`src/lls_pkg.sv`:
```
// Shared constants and types for lowest_linger_path_select.
// No dependencies.
package lls_pkg;

  localparam int DEF_SLOTS = 8;

  localparam logic [15:0] RST_BURST_LIMIT      = 16'd65428;
  localparam logic [15:0] RST_DEFAULT_INTERVAL = 16'd50;

  // configuration register indexes
  localparam int CFG_IDX_W = 1;
  localparam logic [CFG_IDX_W-1:0] CFG_BURST_LIMIT      = 1'b0;
  localparam logic [CFG_IDX_W-1:0] CFG_DEFAULT_INTERVAL = 1'b1;

  // shared divider: 64-bit dividend, 32-bit divisor, one quotient bit per cycle
  localparam int DIV_N     = 64;
  localparam int DIV_D     = 32;
  localparam int DIV_CNT_W = $clog2(DIV_N);

  typedef struct packed {
    logic        mem_free;
    logic [31:0] rate;
    logic [30:0] queued;
  } lls_slot_t;

endpackage

```
`src/lls_div.sv`:
```
// Iterative restoring divider, one quotient bit per cycle.
// Depends on lls_pkg.
module lls_div import lls_pkg::*; (
  input  logic             clk,
  input  logic             rst_n,
  input  logic             start_i,
  input  logic [DIV_N-1:0] dividend_i,
  input  logic [DIV_D-1:0] divisor_i,
  output logic             done_o,
  output logic [DIV_N-1:0] quotient_o
);

  logic                 busy_r;
  logic                 done_r;
  logic [DIV_CNT_W-1:0] cnt_r;
  logic [DIV_N-1:0]     quo_r;
  logic [DIV_D-1:0]     rem_r;
  logic [DIV_D-1:0]     dvs_r;

  logic [DIV_D:0] rem_sh;
  logic           ge;
  logic [DIV_D:0] diff;

  assign rem_sh = {rem_r, quo_r[DIV_N-1]};
  assign ge     = rem_sh >= {1'b0, dvs_r};
  assign diff   = rem_sh - {1'b0, dvs_r};

  always_ff @(posedge clk) begin
    if (!rst_n) begin
      busy_r <= 1'b0;
      done_r <= 1'b0;
      cnt_r  <= '0;
    end else begin
      done_r <= 1'b0;
      if (start_i) begin
        busy_r <= 1'b1;
        cnt_r  <= '0;
        quo_r  <= dividend_i;
        rem_r  <= '0;
        dvs_r  <= divisor_i;
      end else if (busy_r) begin
        // remainder stays below the divisor, so it fits DIV_D bits
        rem_r <= ge ? diff[DIV_D-1:0] : rem_sh[DIV_D-1:0];
        quo_r <= {quo_r[DIV_N-2:0], ge};
        cnt_r <= cnt_r + 1'b1;
        if (cnt_r == DIV_CNT_W'(DIV_N - 1)) begin
          busy_r <= 1'b0;
          done_r <= 1'b1;
        end
      end
    end
  end

  assign done_o     = done_r;
  assign quotient_o = quo_r;

endmodule

```
`config.mk`:
```
export PLATFORM = sky130hd
export DESIGN_NAME = lls_div
export DESIGN_NICKNAME = d
export VERILOG_FILES = /design/src/lls_pkg.sv /design/src/lls_div.sv
export SDC_FILE = /design/constraint.sdc
export NUM_CORES = 1
export LEC_CHECK = 0
export BUFFER_PORTS_ARGS = -buffer_cell sky130_fd_sc_hd__clkbuf_2
export CAP_MARGIN = 20
export CORE_ASPECT_RATIO = 0.8
export CORE_UTILIZATION = 59
export DETAILED_ROUTE_END_ITERATION = 7
export PLACE_DENSITY_LB_ADDON = 0.25
export SLEW_MARGIN = 10
export SYNTH_ARGS = -nofsm -noshare
export SYNTH_HDL_FRONTEND = slang
export SYNTH_SLANG_ARGS = --single-unit
```
`constraint.sdc`:
```
create_clock -name clk -period 10.25 [get_ports clk]
set_clock_uncertainty 0.1 [all_clocks]
set_input_delay 0.5125 -clock clk [delete_from_list [all_inputs] [get_ports clk]]
set_output_delay 0.5125 -clock clk [all_outputs]
set_load 0.005 [all_outputs]
```
==> results.cfg, run 1 <==
[timing]
finalSetupViolations = 0
fin_crit_sh = 0.361
max_slew_margin = 0.391
rsz0062_at_grt = false
holdWs_ps = 159
fin_setup_tns_ps = 0
clock.fmax_ghz = 0.270
worst_pin_slew_ps = 913
hold_violations = 0
finalCriticalPeriod_ps = 3700
drv_slew = 0

[grt]
grt_max_degree = 74
antenna_found_initial = 0
grt_pass1_vias = 5146
grt_usage = 0.251
grt_pass1_wl_mm = 25.1
grt_overflow = 0

[clock_network]
cts_root_buf = clkbuf_16
postCtsHoldBufs = 0
cts_sinks = 136
postCtsSetupRepairBufs = 0
cts.path.max_buffers = 2
cts.clk_slew.worst_paths_ps = 60
h-tree-depth = 4
ctsResizeCount = 0
cts_made_buffers = 17
insertion_delay_ps = 420
cts_tree = built

[floorplan]
io_pins = 164
coreArea_mm2 = 0.0123
die_x_um = 128
die_height_um = 103
start_util = 0.612
dieArea_mm2 = 0.0133
placementRows = 36

[route]
vias = 5539
drt_iter0_markers = 407
wl_met2_mm = 7.61
wl_per_cell_um = 16.9
route.top_layer_used = met4
totalWireLength_mm = 16.4
first_pass_iters = 5
wl_met1_mm = 7.54
vias_per_cell = 5.70
drc = 0
dr_wl_met3_mm = 1.04
final_antenna_net_count = 0

[power]
switching_share = 0.279
p_int_mw = 1.25
cellPowerDensity_mw_per_mm2 = 190
p_leak_nw = 3.83
pwr-share-seq = 0.398
pwr-share-clk = 0.367
pwr-share-comb = 0.235
vdd_drop_max_mv = 0.156
p_switching_mw = 0.483

[synth]
ys_warn_count = 0
yosysTopAreaCell = edfxtp_1
synth_edf_count = 128
synth_commonest_cells = edfxtp_1, mux2_2, nor2_1, inv_1, ha_1
synth.area.top_cells = edfxtp_1, mux2_2, ha_1
synth_seq_cells = 136
yosysMostFrequentCell = edfxtp_1
syn-num-nets = 765
syn_area_per_cell_um2 = 11.9
yosysSeqAreaShare = 0.530
synth.top_cell.area_share = 0.509
syn_inst = 632
mappedNetlistArea_mm2 = 0.00755
synth.distinct_cells = 58
async_flop_share = 0
synth_flop_cell = edfxtp_1

[min_path]
hold-path-cell-count = 1
min_from = divisor_i[13]
min_to = dvs_r[13]
hold_path.class = in2reg

[layout]
drive_above_1_share = 0.347
nNetsFinal = 921
areaGrowthSynthToFinish_pct = 20.3
diodes = 0

[setup_path]
worstSetupPathType = reg2reg
required_ps = 10280
reg2reg_slack_ps = 6550
worst-path-max-fanout = 24
crit_family = compound AO/OA/AOI/OAI gates
rr_startpoint = rem_r[3]
end_kind = flip-flop
crit_path_cell_trace = ha_1, nand2_1, a211oi_2, o31a_4, a41oi_2, a21o_1, a21oi_4, buf_4, mux2i_1, nor2_1
r2r_cells = 10
arrival_ps = 3730
start_kind = flip-flop
crit_slowest_cell = a21oi_4
slowest_delay_ps = 680
reg2reg_to = rem_r[2]
critPathBufInv = 1

[outcome]
status = complete, no violations

[flow_run]
maxCapViolations = 0

[placement]
dp_hpwl_mm = 11.5
place_congestion = 0.922
numPortBuffers = 163
## power by group through the flow
stage	Combinational, mW	Clock, mW	Sequential [mW]
finish	0.407	0.634	0.689
global route	0.446	0.665	0.693
CTS	0.403	0.643	0.689
detailed placement	0.399	0	0.699
global placement	0.389	0	0.697
floorplan	0.305	0	0.696
## state kept, by name (all words and copies together), names as in the netlist
name        cells
quotient_o     64
dvs_r          32
rem_r          32
cnt_r           6
busy_r          1
done_o          1
## area by class of cell
cell class	count	area, um2
Sequential cell	136	4000
Clock inverter	14	179
Inverter	44	165
Timing Repair Buffer	167	848
Clock buffer	18	429
Fill cell	865	3260
Tap cell	171	214
Multi-Input combinational cell	422	3240
## cell families after synthesis
logic type               count (synthesis)  synth area share
XOR/XNOR                                29            0.0336
buffers and inverters                   74            0.0411
multiplexers                            82             0.119
AO/OA/AOI/OAI                          129             0.125
AND/OR/NAND/NOR                        148            0.0930
adder cells (fa/ha/maj)                 34            0.0573
flip-flops                             136             0.530
## placed cells by master, fill, tap and decap left out, types with 4 or more instances in the layout
cell type  synthesis  routed
a21oi_1           31      31
nand2b_1          11      11
clkbuf_16          0      17
mux2_2            64      64
a31oi_1            4       4
xnor2_1           19      19
nor2_1            57      57
a211oi_1           6       6
bufinv_16          0       4
xor2_1            10      10
dfxtp_1            8       8
nor3_1            10      10
o21ai_0           13      13
o22ai_1            4       4
o31ai_1            6       6
o21a_1             9       8
mux2i_1           18      18
clkbuf_2           1     162
edfxtp_1         128     128
a21o_1            17      17
buf_4              0       5
inv_1             44      44
nand4_1           12      12
nand3_1            9       9
ha_1              33      33
or2_2              4       4
nand2_1           29      29
a211oi_2           8       8
## routing by layer
metal | track usage | vias to the layer above
met5 | 0 | -
met4 | 0.0905 | 0
met3 | 0.0643 | 23
met2 | 0.383 | 194
met1 | 0.349 | 2654
li1 | - | 2668
## worst max-delay path by stage
stage             start       endpoint  slack, ps  depth (start not counted)
3_5_place_dp   rem_r[3]       rem_r[2]       6640                         10
2_1_floorplan   start_i  quotient_o[0]       6490                          3
4_1_cts        rem_r[3]       rem_r[2]       6550                         10
5_1_grt        rem_r[3]      rem_r[28]       6340                         10
3_3_place_gp   rem_r[2]       rem_r[2]       6760                         10
6_report       rem_r[3]       rem_r[2]       6550                         10
## per-stage QoR
stage | total power, mW | instance area, um2 | setup slack (ps) | utilization | std cells
finish | 1.73 | 9080 | 6550 | 0.736 | 972
global route | 1.80 | 9080 | 6340 | 0.736 | 972
CTS | 1.73 | 9080 | 6550 | 0.736 | 972
detailed placement | 1.10 | 8470 | 6640 | 0.687 | 940
global placement | 1.09 | 8470 | 6760 | 0.687 | 940
floorplan | 1.00 | 7550 | 6490 | - | 632
## worst register-to-register path: cells and delay by family, from the launching register on
kind	cells	cell delay (ps)
AO/OA/AOI/OAI	5	1600
buffers and inverters	1	450
flip-flops	1	400
adder cells (fa/ha/maj)	1	380
multiplexers	1	250
AND/OR/NAND/NOR	2	220
Note: power is estimated with default switching activity, not from simulation.
==> run 2, diff against run 1 <==
Settings changed: ABC_AREA from default to 1, CORE_UTILIZATION 59 to 51.
Clock period 10.25 ns to 3.3 ns, I/O delays scaled along.
==> results.cfg, run 2 <==
[clock_network]
postCtsSetupRepairBufs = 0
insertion_delay_ps = 420
cts.path.max_buffers = 2
cts_root_buf = clkbuf_16
ctsResizeCount = 0
cts_made_buffers = 17
cts_tree = built
cts.clk_slew.worst_paths_ps = 60
h-tree-depth = 4
cts_sinks = 136

[setup_path]
end_kind = flip-flop
crit_path_cell_trace = ha_1, nand2_1, inv_1, nand2_1, nand2_1, inv_1, nand2_1, inv_1, nand2_4, nand2_4, buf_4, nand3_1, nand2_1, nor2_1
worstSetupPathType = reg2reg
crit_top_cell = nand2_1
worst-path-max-fanout = 22
crit_path_start = rem_r[15]
slowest_delay_ps = 410
crit_slowest_cell = edfxtp_1
rr_startpoint = rem_r[15]
required_ps = 3380
arrival_ps = 2690
start_kind = flip-flop

[synth]
synth.area.top_cells = edfxtp_1, nand2_1, inv_1
yosysSeqAreaShare = 0.467
yosysTopAreaCell = edfxtp_1
syn-num-nets = 1274
async_flop_share = 0
synth_flop_cell = edfxtp_1
syn_area_per_cell_um2 = 7.52
synth_edf_count = 128
mappedNetlistArea_mm2 = 0.00858
syn_inst = 1141
synth.distinct_cells = 35
synth_seq_cells = 136
ys_warn_count = 0
synth.top_cell.area_share = 0.448
yosysMostFrequentCell = nand2_1
synth_commonest_cells = nand2_1, inv_1, edfxtp_1, nor2_1, ha_1

[grt]
grt_max_degree = 64
grt_overflow = 0
antenna_found_initial = 0
grt_pass1_wl_mm = 38.3
grt_pass1_vias = 7966
grt_usage = 0.278

[timing]
finalSetupViolations = 0
fin_setup_tns_ps = 0
hold_violations = 0
fin_crit_sh = 0.792
worst_pin_slew_ps = 968
fin_ws_ps = 688
max_slew_margin = 0.354
rsz0062_at_grt = false
clock.fmax_ghz = 0.383
holdWs_ps = 31.1
finalCriticalPeriod_ps = 2610
drv_slew = 0

[layout]
fill_cells = 1360
final_cells = 1635
most-common-layout-cells = nand2_1, inv_1, clkbuf_2
design_area_mm2 = 0.0112
largest_reg_flops = 64
nNetsFinal = 1535
areaGrowthSynthToFinish_pct = 30.1
final_util = 0.677
final_common_cell = nand2_1
drive_above_1_share = 0.179
diodes = 0

[flow_run]
maxCapViolations = 0

[route]
totalWireLength_mm = 23.0
first_pass_iters = 5
vias = 7952
vias_per_cell = 4.86
drt_iter0_markers = 587
wl_per_cell_um = 14.1
final_antenna_net_count = 0
drc = 0

[placement]
numPortBuffers = 163
pre_cts_slack_ps = 724
place_area_mm2 = 0.00962
dp_hpwl_mm = 15.6
place_congestion = 0.998
post-place-cells = 1506

[power]
p_leak_nw = 5.84
cellPowerDensity_mw_per_mm2 = 513
total_power_mw = 5.73
vdd_drop_max_mv = 0.322
pwr-share-seq = 0.383
p_int_mw = 3.83
switching_share = 0.331
p_switching_mw = 1.89
pwr-share-clk = 0.334
pwr-share-comb = 0.283

[min_path]
min_from = start_i
hold_path.class = in2reg

[floorplan]
die_x_um = 147
start_util = 0.520
placementRows = 42
die_height_um = 118
io_pins = 164
dieArea_mm2 = 0.0174
coreArea_mm2 = 0.0165

[outcome]
status = complete, no violations
[run 2: changes by cell type after synthesis, sizes merged, moves of 17 or more]
cell | previous run | this run
mux2i | 18 | 0
a21o | 17 | 0
nand2 | 29 | 506
nand3 | 9 | 50
mux2 | 64 | 0
inv | 44 | 201
nor2 | 57 | 121
xnor2 | 19 | 1
[run 2: critical path: cells and delay by family (launching register included)]
kind          cells  cell delay [ps]
flops             1              410
fa+ha+maj         1              380
simple gates      9              800
buf+inv           4              650
[run 2: what timing repair did]
item | in CTS | in global routing
setup endpoints to repair | 0 | 0
hold endpoints to repair | 97 | 0
hold buffers | 97 | 0
[run 2: power groups by stage]
stage | Combinational [mW] | Sequential [mW] | Clock [mW]
after detailed placement | 1.50 | 2.22 | 0
after global routing | 1.83 | 2.21 | 2.00
after floorplan | 1.08 | 2.22 | 0
after global placement | 1.48 | 2.22 | 0
after CTS | 1.60 | 2.19 | 1.93
final | 1.62 | 2.19 | 1.91
[run 2: cell type report]
cell class | instances | area [um2] | share of cell area
multi-input cells | 776 | 3660 | 0.328
well taps | 220 | 275 | 0.0247
inverters | 204 | 766 | 0.0686
clock inverters | 13 | 146 | 0.0131
repair buffers | 267 | 1880 | 0.168
clock buffers | 19 | 433 | 0.0388
flip-flops and latches | 136 | 4000 | 0.359
[run 2: final timing paths]
path	to	slack, ps	cells past startpoint
worst max-delay path	rem_r[0]	690	14
worst min-delay path	quotient_o[0]	30	2
worst max register to register	rem_r[0]	690	14
worst min register to register	cnt_r[5]	380	2
[run 2: logic make-up after synthesis]
kind of cell               share of synthesized area
AOI/OAI and AO/OA                             0.0174
xor gates and xnor gates                      0.0153
adders and majority gates                     0.0504
buffers and inverters                          0.107
DFF                                            0.467
and+or+nand+nor                                0.343
[run 2: routing by layer]
layer,track usage,wire length (um),vias to the layer above
met5,0,0,-
met4,0.0741,269,0
met3,0.0554,1550,27
met2,0.459,10800,287
met1,0.374,10400,3624
li1,-,-,4014
